File: config.mk
export PLATFORM = sky130hd
export DESIGN_NAME = thermal_false_color_map
export DESIGN_NICKNAME = d
export VERILOG_FILES = /design/src/rtl/core/tfcm_pkg.sv /design/src/rtl/core/thermal_false_color_map.sv
export SDC_FILE = /design/constraint.sdc
export NUM_CORES = 1
export LEC_CHECK = 0
export ABC_CLOCK_PERIOD_IN_PS = 28000
export BUFFER_PORTS_ARGS = -buffer_cell sky130_fd_sc_hd__buf_2
export CELL_PAD_IN_SITES_DETAIL_PLACEMENT = 1
export CELL_PAD_IN_SITES_GLOBAL_PLACEMENT = 1
export CORE_MARGIN = 2
export CORE_UTILIZATION = 55
export DETAILED_ROUTE_END_ITERATION = 10
export PLACE_DENSITY = 0.86
export SYNTH_ARGS = -nofsm -noshare
export SYNTH_HDL_FRONTEND = slang
export SYNTH_SLANG_ARGS = --single-unit
File: constraint.sdc
create_clock -name clk -period 28 [get_ports clk]
set_input_delay 1.4 -clock clk [delete_from_list [all_inputs] [get_ports clk]]
set_output_delay 1.4 -clock clk [all_outputs]
set_load 0.01 [all_outputs]
File: src/rtl/core/tfcm_pkg.sv
// tfcm_pkg: constants shared by the thermal false-color map and its checker
// register indexes, palette segment bounds in Q0.16 and the ramp gain
// no dependencies

package tfcm_pkg;

	localparam int CFG_INDEX_W = 2;
	localparam int CFG_DATA_W  = 24;

	typedef enum logic [CFG_INDEX_W-1:0] {
		CFG_TEMP_FLOOR   = 2'd0,
		CFG_SPAN_SCALE   = 2'd1,
		CFG_NIGHT_VISION = 2'd2
	} cfg_reg_t;

	localparam logic signed [15:0] TEMP_FLOOR_RST = -16'sd320;
	localparam logic [23:0]        SPAN_SCALE_RST = 24'd838861;

	// segment bounds of the six-step ramp, Q0.16
	localparam logic [15:0] SEG1 = 16'd10945;
	localparam logic [15:0] SEG2 = 16'd21823;
	localparam logic [15:0] SEG3 = 16'd32768;
	localparam logic [15:0] SEG4 = 16'd43713;
	localparam logic [15:0] SEG5 = 16'd54591;

	// 255 / 0.167, applied to an offset in units of 2^-16
	localparam logic [10:0] RAMP_GAIN = 11'd1527;

endpackage

File: src/rtl/core/thermal_false_color_map.sv
// thermal_false_color_map: three-stage pipeline, temperature word to rgb word
// stage 1 input register, stage 2 normalized level, stage 3 result register
// depends on tfcm_pkg
// out_valid is the stage 3 valid bit; the rgb outputs come straight from the result register
// throughput: one word per cycle; the span multiply and the ramp multiply each
// own one stage, and all stages advance together unless the output stalls
// reset: arst_n clears the stage valid bits and loads the register reset values

module thermal_false_color_map (
	input  logic                                clk,
	input  logic                                arst_n,
	input  logic                                cfg_we,
	input  logic [tfcm_pkg::CFG_INDEX_W-1:0]    cfg_index,
	input  logic [tfcm_pkg::CFG_DATA_W-1:0]     cfg_data,
	input  logic                                in_valid,
	output logic                                in_stall,
	input  logic signed [15:0]                  temperature,
	output logic                                out_valid,
	input  logic                                out_stall,
	output logic [7:0]                          red,
	output logic [7:0]                          green,
	output logic [7:0]                          blue
);

	logic signed [15:0] temp_floor_q;
	logic [23:0]        span_scale_q;
	logic               night_vision_q;

	always_ff @(posedge clk or negedge arst_n) begin
		if (!arst_n) begin
			temp_floor_q   <= tfcm_pkg::TEMP_FLOOR_RST;
			span_scale_q   <= tfcm_pkg::SPAN_SCALE_RST;
			night_vision_q <= 1'b0;
		end else if (cfg_we) begin
			unique case (cfg_index)
				tfcm_pkg::CFG_TEMP_FLOOR:   temp_floor_q   <= cfg_data[15:0];
				tfcm_pkg::CFG_SPAN_SCALE:   span_scale_q   <= cfg_data;
				tfcm_pkg::CFG_NIGHT_VISION: night_vision_q <= cfg_data[0];
				default: ;
			endcase
		end
	end

	// stage handshake
	logic v_s1, v_s2, v_s3;
	logic move_s1, move_s2, move_s3;

	assign move_s3  = !v_s3 || !out_stall;
	assign move_s2  = !v_s2 || move_s3;
	assign move_s1  = !v_s1 || move_s2;
	assign in_stall = !move_s1;

	always_ff @(posedge clk or negedge arst_n) begin
		if (!arst_n) begin
			v_s1 <= 1'b0;
			v_s2 <= 1'b0;
			v_s3 <= 1'b0;
		end else begin
			if (move_s1) v_s1 <= in_valid;
			if (move_s2) v_s2 <= v_s1;
			if (move_s3) v_s3 <= v_s2;
		end
	end

	// stage 1: input register
	logic signed [15:0] temp_s1;

	always_ff @(posedge clk) begin
		if (move_s1 && in_valid) temp_s1 <= temperature;
	end

	// offset from minimum and span multiply
	logic signed [16:0] diff;
	logic [39:0]        prod;
	logic [15:0]        level;

	always_comb begin
		diff = {temp_s1[15], temp_s1} - {temp_floor_q[15], temp_floor_q};
		prod = diff[15:0] * span_scale_q;
		if (diff[16] || diff == 17'sd0)
			level = 16'd0;
		else if (prod[39:32] != 8'd0)
			level = 16'hFFFF;
		else
			level = prod[31:16];
	end

	// stage 2: normalized level
	logic [15:0] n_s2;

	always_ff @(posedge clk) begin
		if (move_s2 && v_s1) n_s2 <= level;
	end

	logic [15:0] start;
	logic [15:0] offs;
	logic [24:0] ramp;
	logic [7:0]  up;
	logic [7:0]  down;
	logic [7:0]  r_pal, g_pal, b_pal;
	logic [9:0]  bright;
	logic [7:0]  r_nxt, g_nxt, b_nxt;

	always_comb begin
		if (n_s2 < tfcm_pkg::SEG1)      start = 16'd0;
		else if (n_s2 < tfcm_pkg::SEG2) start = tfcm_pkg::SEG1;
		else if (n_s2 < tfcm_pkg::SEG3) start = tfcm_pkg::SEG2;
		else if (n_s2 < tfcm_pkg::SEG4) start = tfcm_pkg::SEG3;
		else if (n_s2 < tfcm_pkg::SEG5) start = tfcm_pkg::SEG4;
		else                            start = tfcm_pkg::SEG5;

		// offset within a segment stays below 2^14
		offs = n_s2 - start;
		ramp = offs[13:0] * tfcm_pkg::RAMP_GAIN;
		up   = ramp[24] ? 8'd255 : ramp[23:16];
		down = 8'd255 - up;

		r_pal = 8'd0;
		g_pal = 8'd0;
		b_pal = 8'd0;
		if (n_s2 < tfcm_pkg::SEG1) begin
			b_pal = up;
		end else if (n_s2 < tfcm_pkg::SEG2) begin
			b_pal = 8'd255;
			g_pal = up;
		end else if (n_s2 < tfcm_pkg::SEG3) begin
			g_pal = 8'd255;
			b_pal = down;
		end else if (n_s2 < tfcm_pkg::SEG4) begin
			g_pal = 8'd255;
			r_pal = up;
		end else if (n_s2 < tfcm_pkg::SEG5) begin
			r_pal = 8'd255;
			g_pal = down;
		end else begin
			r_pal = 8'd255;
			g_pal = up;
			b_pal = up;
		end

		bright = {2'b00, r_pal} + {1'b0, g_pal, 1'b0} + {2'b00, b_pal};
		if (night_vision_q) begin
			r_nxt = 8'd0;
			g_nxt = bright[9:2];
			b_nxt = 8'd0;
		end else begin
			r_nxt = r_pal;
			g_nxt = g_pal;
			b_nxt = b_pal;
		end
	end

	// stage 3: result register
	logic [7:0] red_s3, green_s3, blue_s3;

	always_ff @(posedge clk) begin
		if (move_s3 && v_s2) begin
			red_s3   <= r_nxt;
			green_s3 <= g_nxt;
			blue_s3  <= b_nxt;
		end
	end

	assign out_valid = v_s3;
	assign red       = red_s3;
	assign green     = green_s3;
	assign blue      = blue_s3;

endmodule

Yosys cells after proc, flatten, opt, wreduce, memory -nomap -nowiden
Index checks and enable logic that the tools add are counted.
Word-level totals
  register bits after elaboration: 100
  input port bits: 47
Operators by class
  add/sub/neg operators: 5
  $mul: 2
  magnitude comparators: 5
  equal/unequal tests: 2
  multiplexer cells: 22
  reductions and logical operators: 18
Operator list (count)
  $mux W8: 16
  $mux W14: 5
  $lt A16 B16 Y1 const B: 3
  $mul A16 B24 Y40: 1
  $mul A14 B11 Y25 const B: 1
  $logic_not A17 Y1: 1
  $sub A16 B16 Y17: 1
  $lt A16 B14 Y1 const B: 1
  $lt A16 B15 Y1 const B: 1
  $mux W16: 1
  $sub A14 B14 Y14: 1
  $add A10 B8 Y10: 1
  $add A8 B9 Y10: 1
  $reduce_bool A8 Y1: 1
  $sub A8 B8 Y8 const A: 1
  $reduce_and A2 Y1: 3
  $logic_not A1 Y1: 5
  $logic_or A1 B1 Y1: 4
  $logic_and A1 B1 Y1: 3
  $eq A2 B1 Y1 const B: 1
  $eq A2 B2 Y1 const B: 1
  $logic_not A2 Y1: 1

Longest topological paths before layout
Gate-level depths: netlist of run 1.
  depth after elaboration: 18
  depth in mapped cells: 51

Least setup slack after synthesis of run 1
No wires, ideal clock.
  path kind: register -> register
  start point: register n_s2[4]
  end point: register green_s3[7] (netlist: green[7]), data pin
  setup time: 0.269 ns
  data arrival time: 10.833 ns
  slack: 16.898 ns
  cell stages (with the launch flop): 46
  buffers on the path: 0
  cells stage by stage: edfxtp_1 > nand4_1 > o31ai_1 > a21oi_1 > nor2b_1 > o31ai_1 > inv_1 > fa_1 > nor2b_1 > o21ai_0 > a21boi_0 > o21ai_0 > a21oi_1 > a31oi_1 > o21bai_1 > a21o_1 > xor2_1 > fa_1 > [10 not listed] > xnor2_1 > a21oi_1 > inv_1 > ha_1 > nand2_1 > o22a_1 > fa_1 > inv_1 > ha_1 > nor2b_1 > o21ai_0 > a21boi_0 > o21a_1 > nor2_1 > o21bai_1 > a21oi_1 > a2bb2oi_1 > o31ai_1
On the way
  cells in the longest elaborated chain, start to end: 18
  elaborated cells between the ends (all ways): 31
RTL lines
  start, declared: RTL line thermal_false_color_map.sv:89  | logic [15:0] n_s2;
  start signal, assigned: RTL line thermal_false_color_map.sv:92  | if (move_s2 && v_s1) n_s2 <= level;
  $lt A16 B16 Y1: RTL line thermal_false_color_map.sv:109, thermal_false_color_map.sv:132
  $mux W14: RTL line thermal_false_color_map.sv:109  | else if (n_s2 < tfcm_pkg::SEG5) start = tfcm_pkg::SEG4;
  $mux W14: RTL line thermal_false_color_map.sv:108  | else if (n_s2 < tfcm_pkg::SEG4) start = tfcm_pkg::SEG3;
  $mux W14: RTL line thermal_false_color_map.sv:107  | else if (n_s2 < tfcm_pkg::SEG3) start = tfcm_pkg::SEG2;
  $mux W14: RTL line thermal_false_color_map.sv:106  | else if (n_s2 < tfcm_pkg::SEG2) start = tfcm_pkg::SEG1;
  $mux W14: RTL line thermal_false_color_map.sv:105  | if (n_s2 < tfcm_pkg::SEG1) start = 16'd0;
  $sub A14 B14 Y14: RTL line thermal_false_color_map.sv:113  | offs = n_s2 - start;
  $mul A14 B11 Y25: RTL line thermal_false_color_map.sv:114  | ramp = offs[13:0] * tfcm_pkg::RAMP_GAIN;
  [3 not listed]
  $mux W8: RTL line thermal_false_color_map.sv:129  | end else if (n_s2 < tfcm_pkg::SEG4) begin
  $mux W8: RTL line thermal_false_color_map.sv:126  | end else if (n_s2 < tfcm_pkg::SEG3) begin
  $mux W8: RTL line thermal_false_color_map.sv:123  | end else if (n_s2 < tfcm_pkg::SEG2) begin
  $mux W8: RTL line thermal_false_color_map.sv:121  | if (n_s2 < tfcm_pkg::SEG1) begin
  $add A8 B9 Y10: RTL line thermal_false_color_map.sv:141  | bright = {2'b00, r_pal} + {1'b0, g_pal, 1'b0} + {2'b00, b_pal};
  $add A10 B8 Y10: RTL line thermal_false_color_map.sv:141
  $mux W8 (*): RTL line thermal_false_color_map.sv:142  | if (night_vision_q) begin
  via g_nxt[7]: RTL line thermal_false_color_map.sv:102  | logic [7:0] r_nxt, g_nxt, b_nxt;
  end signal, assigned: RTL line thermal_false_color_map.sv:159  | green_s3 <= g_nxt;
  end, declared: RTL line thermal_false_color_map.sv:154  | logic [7:0] red_s3, green_s3, blue_s3;
The timed path passes the listed nets; every way through them passes the cells marked *.
A chain may end at the register's enable or synchronous reset.

Final worst setup path of run 1
  start point: register n_s2[2]
  end point: register green_s3[7] (netlist: green[7]), data pin
The elaborated chain is that of the path after synthesis.

==> metrics.txt, run 1 <==
status complete, no violations; sequential fraction of the synthesis area 12.93%; latest clock arrival within the worst-skew pair 0.38 ns; YS warnings 0; die area 41100 um2; Synth top area share 35.12%; ys flop type edfxtp_1; Worst R2R Path Depth 47; drt initial violations 883; Seq cells post-synth 100; # hold bufs at CTS 0; Tot GR Track Use 33.33%; share of cells above drive strength 1 7.826%; first-pass GRT wire length 106100 um; TritonCTS clock tree built; Die X-Extent 202.7 um; Hold Path Depth 1; I/O pin total 73; Reg clk slew, reported paths 0.07 ns; Final min period 13.80 ns; largest net degree at the start of global routing 45; cell area after synthesis 21720 um2; r2r endpoint green[7]; highest-count cells in the layout ignoring fill and taps inv_1, fa_1, nand2_1, ha_1, and2_1; Vias 16949; syn_nets 2997; post-cts gate resize count 0; Antenna Violating Nets Remaining 0; Congestion Overflow GR 0; CP dominant cell by count fa_1; H-tree depth 3; register area 2808 um2; ys async rst share 44.00%; Max Fanout on Critical Path 36; num rows 72; Critical Path AT 13.89 ns; Max Clk Rate 0.07248 GHz; Hold Violations, Final 0; Worst Hold Launch v_s1; vias in the first global route 19971; Area contributors post-synth fa_1, ha_1, inv_1; smallest hold slack 0.5219 ns; RSZ-0062 raised after global routing no; Critical Path RT 28.10 ns; Max-Cap Viols 0; CP peak stage delay 0.99 ns; Max Root-Sink Buffers 2; Core ar. 38830 um2; CP endpoint kind flop; post-synth top area cell fa_1; starting density of the core 55.94%; cell count after synthesis 2341; Clock Skew 0.01501 ns; multi-input combinational cell area 16970 um2; final count of pins violating max slew 0; synth unique cells 80; commonest non-fill, non-tap cell in the layout inv_1; setup bufs post-CTS 0; Critical-path top delay cell clkinv_1; Root Buffer clkbuf_16; diode count 0; Vias/cell 5.908; sink count of the clock tree 100; metal1 wirelength 25930 um; worst r2r src n_s2[2]; initial antenna violation count 0; met2 wire len 34020 um; DR WL met3 3263 um; WL/cell 22.83 um; measured slew at the worst slew-check pin 1.266 ns; crit path kind reg2reg; IO Port Bufs 72; HP Class reg2reg; final-report setup violation count 0; number of flops mapped to enable cells by yosys 56; Post-DP HPWL 52140 um; Final period util 49.27%; Worst Hold Path EP v_s2; top sig layer met4; Final Wtd Congestion 0.9310; fillcell total 4430; DRT Pass-1 Iters 4; Nets 3002; setup TNS 0 ns; critical path launch point type flop; synthesized area per cell 9.278 um2; die height 202.7 um; number of buffers created by CTS 9; Post-Route WL 65500 um; setup slack, reg-to-reg 14.20 ns; worst rel slew slack 15.36%; DRC Markers 0; Area Growth Syn to Fin 5.484%
-- worst max-delay path: cells and delay by family (launching register included) --
family	cells	cell delay, ns
simple gates	9	1.63
xor+xnor	3	1.36
buf+inv	6	1.31
flops	1	0.47
fa+ha+maj	10	4.51
compound gates	19	4.25
-- worst max-delay path by stage --
stage	start	end	slack (ns)	cells after the start
after floorplan	n_s2[4]	green[7]	16.90	45
after global placement	n_s2[2]	green[7]	15.20	47
after detailed placement	n_s2[2]	green[7]	14.45	47
after CTS	n_s2[2]	green[7]	14.34	47
after global routing	n_s2[2]	green[7]	13.13	47
final	n_s2[2]	green[7]	14.20	47
-- cells in the mapped netlist (5+ instances only) --
master / number
nand3_1: 30
or3_1: 7
o211ai_1: 9
a221oi_1: 6
dfrtp_1: 24
nor3_1: 14
a21o_1: 23
nor2b_1: 14
a211o_1: 8
nor4_1: 8
xnor2_1: 46
o32ai_1: 5
a211oi_1: 14
a21boi_0: 6
a21oi_1: 77
o21a_1: 11
a31oi_1: 11
nand2b_1: 27
and4_1: 5
ha_1: 228
clkbuf_1: 83
nor2_1: 59
mux2i_1: 9
o21ai_0: 66
nand4_1: 14
and2_1: 139
nor3b_1: 5
or2_2: 5
edfxtp_1: 56
mux2_2: 26
xor2_1: 32
o21bai_1: 8
fa_1: 381
buf_6: 5
inv_1: 458
dfstp_2: 20
o31ai_1: 12
nand2_1: 312
-- layout make-up --
class | count | area share (%)
timing repair buffer | 86 | 2.032
sequential | 100 | 12.25
clock buffer | 10 | 1.043
multi-input combinational | 1690 | 74.09
inverter | 459 | 7.520
clock inverter | 6 | 0.2348
tap | 518 | 2.829
-- sequential cells by signal (all words and copies together) (netlist names) --
name	count
red	8
n_s2	16
v_s2	1
temp_floor_q	16
span_scale_q	24
blue	8
temp_s1	16
night_vision_q	1
v_s1	1
out_valid	1
green	8
-- kinds of logic (layout without fill, tap and decap cells) --
family	after synthesis	count (layout)	share of synthesized area, %
adder cells (fa/ha/maj)	612	612	48.39
flip-flops	100	100	12.93
buffers and inverters	551	561	9.730
AO/OA/AOI/OAI	307	307	9.333
multiplexers	35	35	1.763
AND/OR/NAND/NOR	658	658	14.71
XOR/XNOR	78	78	3.145
-- layer usage --
metal | vias up | GRT usage, %
met5 | - | 0
met4 | 0 | 12.07
met3 | 181 | 4.510
met2 | 550 | 60.70
met1 | 8790 | 40.28
li1 | 7428 | -
-- through the flow --
stage	utilization (%)	std cells	setup slack (ns)	area (um2)
final	59.01	2869	14.20	22910
after global placement	58.25	2853	15.20	22620
after floorplan	-	2341	16.90	21720
after global routing	59.01	2869	13.13	22910
after CTS	59.01	2869	14.34	22910
after detailed placement	58.25	2853	14.45	22620
Power of run 1 is not shown: default switching activity piles up to over one toggle a cycle in this logic, so the estimate is an artifact.
==> run 2, diff against run 1 <==
--- a/config.mk
+++ b/config.mk
@@ -5,14 +5,15 @@
 export SDC_FILE = /design/constraint.sdc
 export NUM_CORES = 1
 export LEC_CHECK = 0
-export ABC_CLOCK_PERIOD_IN_PS = 28000
+export ABC_AREA = 1
+export ABC_CLOCK_PERIOD_IN_PS = 12800
 export BUFFER_PORTS_ARGS = -buffer_cell sky130_fd_sc_hd__buf_2
 export CELL_PAD_IN_SITES_DETAIL_PLACEMENT = 1
 export CELL_PAD_IN_SITES_GLOBAL_PLACEMENT = 1
 export CORE_MARGIN = 2
-export CORE_UTILIZATION = 55
+export CORE_UTILIZATION = 50
 export DETAILED_ROUTE_END_ITERATION = 10
-export PLACE_DENSITY = 0.86
+export PLACE_DENSITY = 0.81
 export SYNTH_ARGS = -nofsm -noshare
 export SYNTH_HDL_FRONTEND = slang
 export SYNTH_SLANG_ARGS = --single-unit
==> constraint.sdc (replaced) <==
create_clock -name clk -period 12.8 [get_ports clk]
set_input_delay 0.64 -clock clk [delete_from_list [all_inputs] [get_ports clk]]
set_output_delay 0.64 -clock clk [all_outputs]
set_load 0.01 [all_outputs]
==> run 2 against run 1 <==
Fmax grew 20%. Setup slack lost 13 ns. Flip-flop and latch count is the same. Synthesized cell count grew 24%. Global-route usage shrank 0.47 points. Highest routed layer is now met5.
==> metrics.txt, run 2 <==
number of flops mapped to enable cells by yosys 56; IO Port Bufs 72; Max-Cap Viols 0; DRC Markers 0; die height 217.9 um; max reg flops 24; sequential fraction of the synthesis area 12.28%; Seq cells post-synth 100; Clock Skew 0.01471 ns; Die X-Extent 217.9 um; sink count of the clock tree 100; crit path kind reg2reg; Final Wtd Congestion 0.9475; Congestion Overflow GR 0; Final period util 89.53%; CP endpoint kind flop; Max Clk Rate 0.08726 GHz; drt initial violations 878; CP dominant cell by count nand2_1; die area 47470 um2; synthesized area per cell 7.892 um2; fillcell total 5707; post-cts gate resize count 0; Nets 3574; Critical-path top delay cell edfxtp_1; Worst R2R Path Depth 48; Synth top area share 33.35%; Vias 19409; # hold bufs at CTS 0; DRT Pass-1 Iters 5; num rows 78; Root Buffer clkbuf_16; WL/cell 21.38 um; Area Growth Syn to Fin 5.169%; commonest non-fill, non-tap cell in the layout nand2_1; Max Root-Sink Buffers 2; CP peak stage delay 0.76 ns; Top reg by flops span_scale_q; final-report setup violation count 0; Max Fanout on Critical Path 21; measured slew at the worst slew-check pin 1.133 ns; HP Class in2reg; setup TNS 0 ns; Final min period 11.46 ns; critical path launch point type flop; share of cells above drive strength 1 6.363%; vias in the first global route 22289; Hold Violations, Final 0; cell area after synthesis 22870 um2; cell count after synthesis 2898; Vias/cell 5.509; Tot GR Track Use 32.86%; H-tree depth 3; ys async rst share 44.00%; Hold Path Depth 1; number of buffers created by CTS 9; setup bufs post-CTS 0; synth unique cells 61; fin worst setup slack 1.340 ns; final count of pins violating max slew 0; Core ar. 45280 um2; cell with the most instances after synthesis nand2_1; Post-DP HPWL 63250 um; post-synth top area cell fa_1; latest clock arrival within the worst-skew pair 0.37 ns; status complete, no violations; starting density of the core 50.51%; first-pass GRT wire length 119100 um; I/O pin total 73; TritonCTS clock tree built; Critical Path RT 13.01 ns; RSZ-0062 raised after global routing no; Post-Route WL 75310 um; Antenna Violating Nets Remaining 0; Critical Path AT 11.67 ns; top cells by count, synth nand2_1, inv_1, fa_1, nor2_1, ha_1; highest-count cells in the layout ignoring fill and taps nand2_1, inv_1, fa_1, nor2_1, ha_1; ys flop type edfxtp_1; initial antenna violation count 1; YS warnings 0; Area contributors post-synth fa_1, ha_1, nand2_1; largest net degree at the start of global routing 49; worst rel slew slack 24.25%; Setup WS pre-CTS 1.497 ns; diode count 0; Final Core Density 53.12%; Reg clk slew, reported paths 0.07 ns; syn_nets 3554
-- run 2: cell count changes after synthesis, moves of 28 or more --
cell	before	now
nand2_1	312	657
nor2_1	59	278
inv_1	458	648
and2_1	139	0
nand3_1	30	85
a21oi_1	77	113
xnor2_1	46	18
-- run 2: worst paths after layout --
path / startpoint / to / slack (ns)
max in group asynchronous: arst_n / span_scale_q[20] / 11.69
setup / recovery: n_s2[15] / green[7] / 1.34
min in group asynchronous: arst_n / out_valid / 0.45
hold reg to reg: temp_floor_q[12] / temp_floor_q[12] / 0.49
setup reg to reg: n_s2[15] / green[7] / 1.34
hold / removal: temperature[1] / temp_s1[1] / 0.44
-- run 2: final cells by class --
cell class	instances	area, um2	area share (%)
timing repair buffer	82	435.4	1.810
inverter	658	2472	10.28
sequential	100	2808	11.67
clock buffer	9	225.2	0.9363
multi-input combinational	2067	17310	71.95
tap	600	750.7	3.121
clock inverter	7	55.05	0.2289
-- run 2: worst max-delay path, delay by kind of cell, from the launching register on --
family,cells,cell delay (ns)
and+or+nand+nor,16,1.84
buffers and inverters,7,1.22
xor gates and xnor gates,2,0.91
DFF,1,0.76
adders and majority gates,10,4.36
AOI/OAI and AO/OA,13,2.16
-- run 2: routing by layer --
| metal | track usage, % | share of wire, % | wire length (um) |
|---|---|---|---|
| met1 | 36.05 | 37 | 27730 |
| met2 | 61.76 | 53 | 40130 |
| met3 | 3.891 | 3.9 | 2904 |
| met4 | 17.28 | 6.0 | 4544 |
| met5 | 0 | 0.012 | 9 |
-- run 2: stage by stage --
step	area [um2]	hold WS [ns]	cells
global placement	23770	0.4641	3507
detailed placement	23770	0.4830	3507
floorplan	22870	0.3444	2898
CTS	24050	0.4336	3523
finish	24050	0.4436	3523
global route	24050	0.4299	3523
-- run 2: kinds of logic after synthesis --
kind of cell	after synthesis	synth area share [%]
xor gates and xnor gates	58	2.451
buffers and inverters	731	12.20
AOI/OAI and AO/OA	273	6.581
adders and majority gates	609	45.82
DFF	100	12.28
and+or+nand+nor	1127	20.67
Power of run 2 is left out for the same reason.
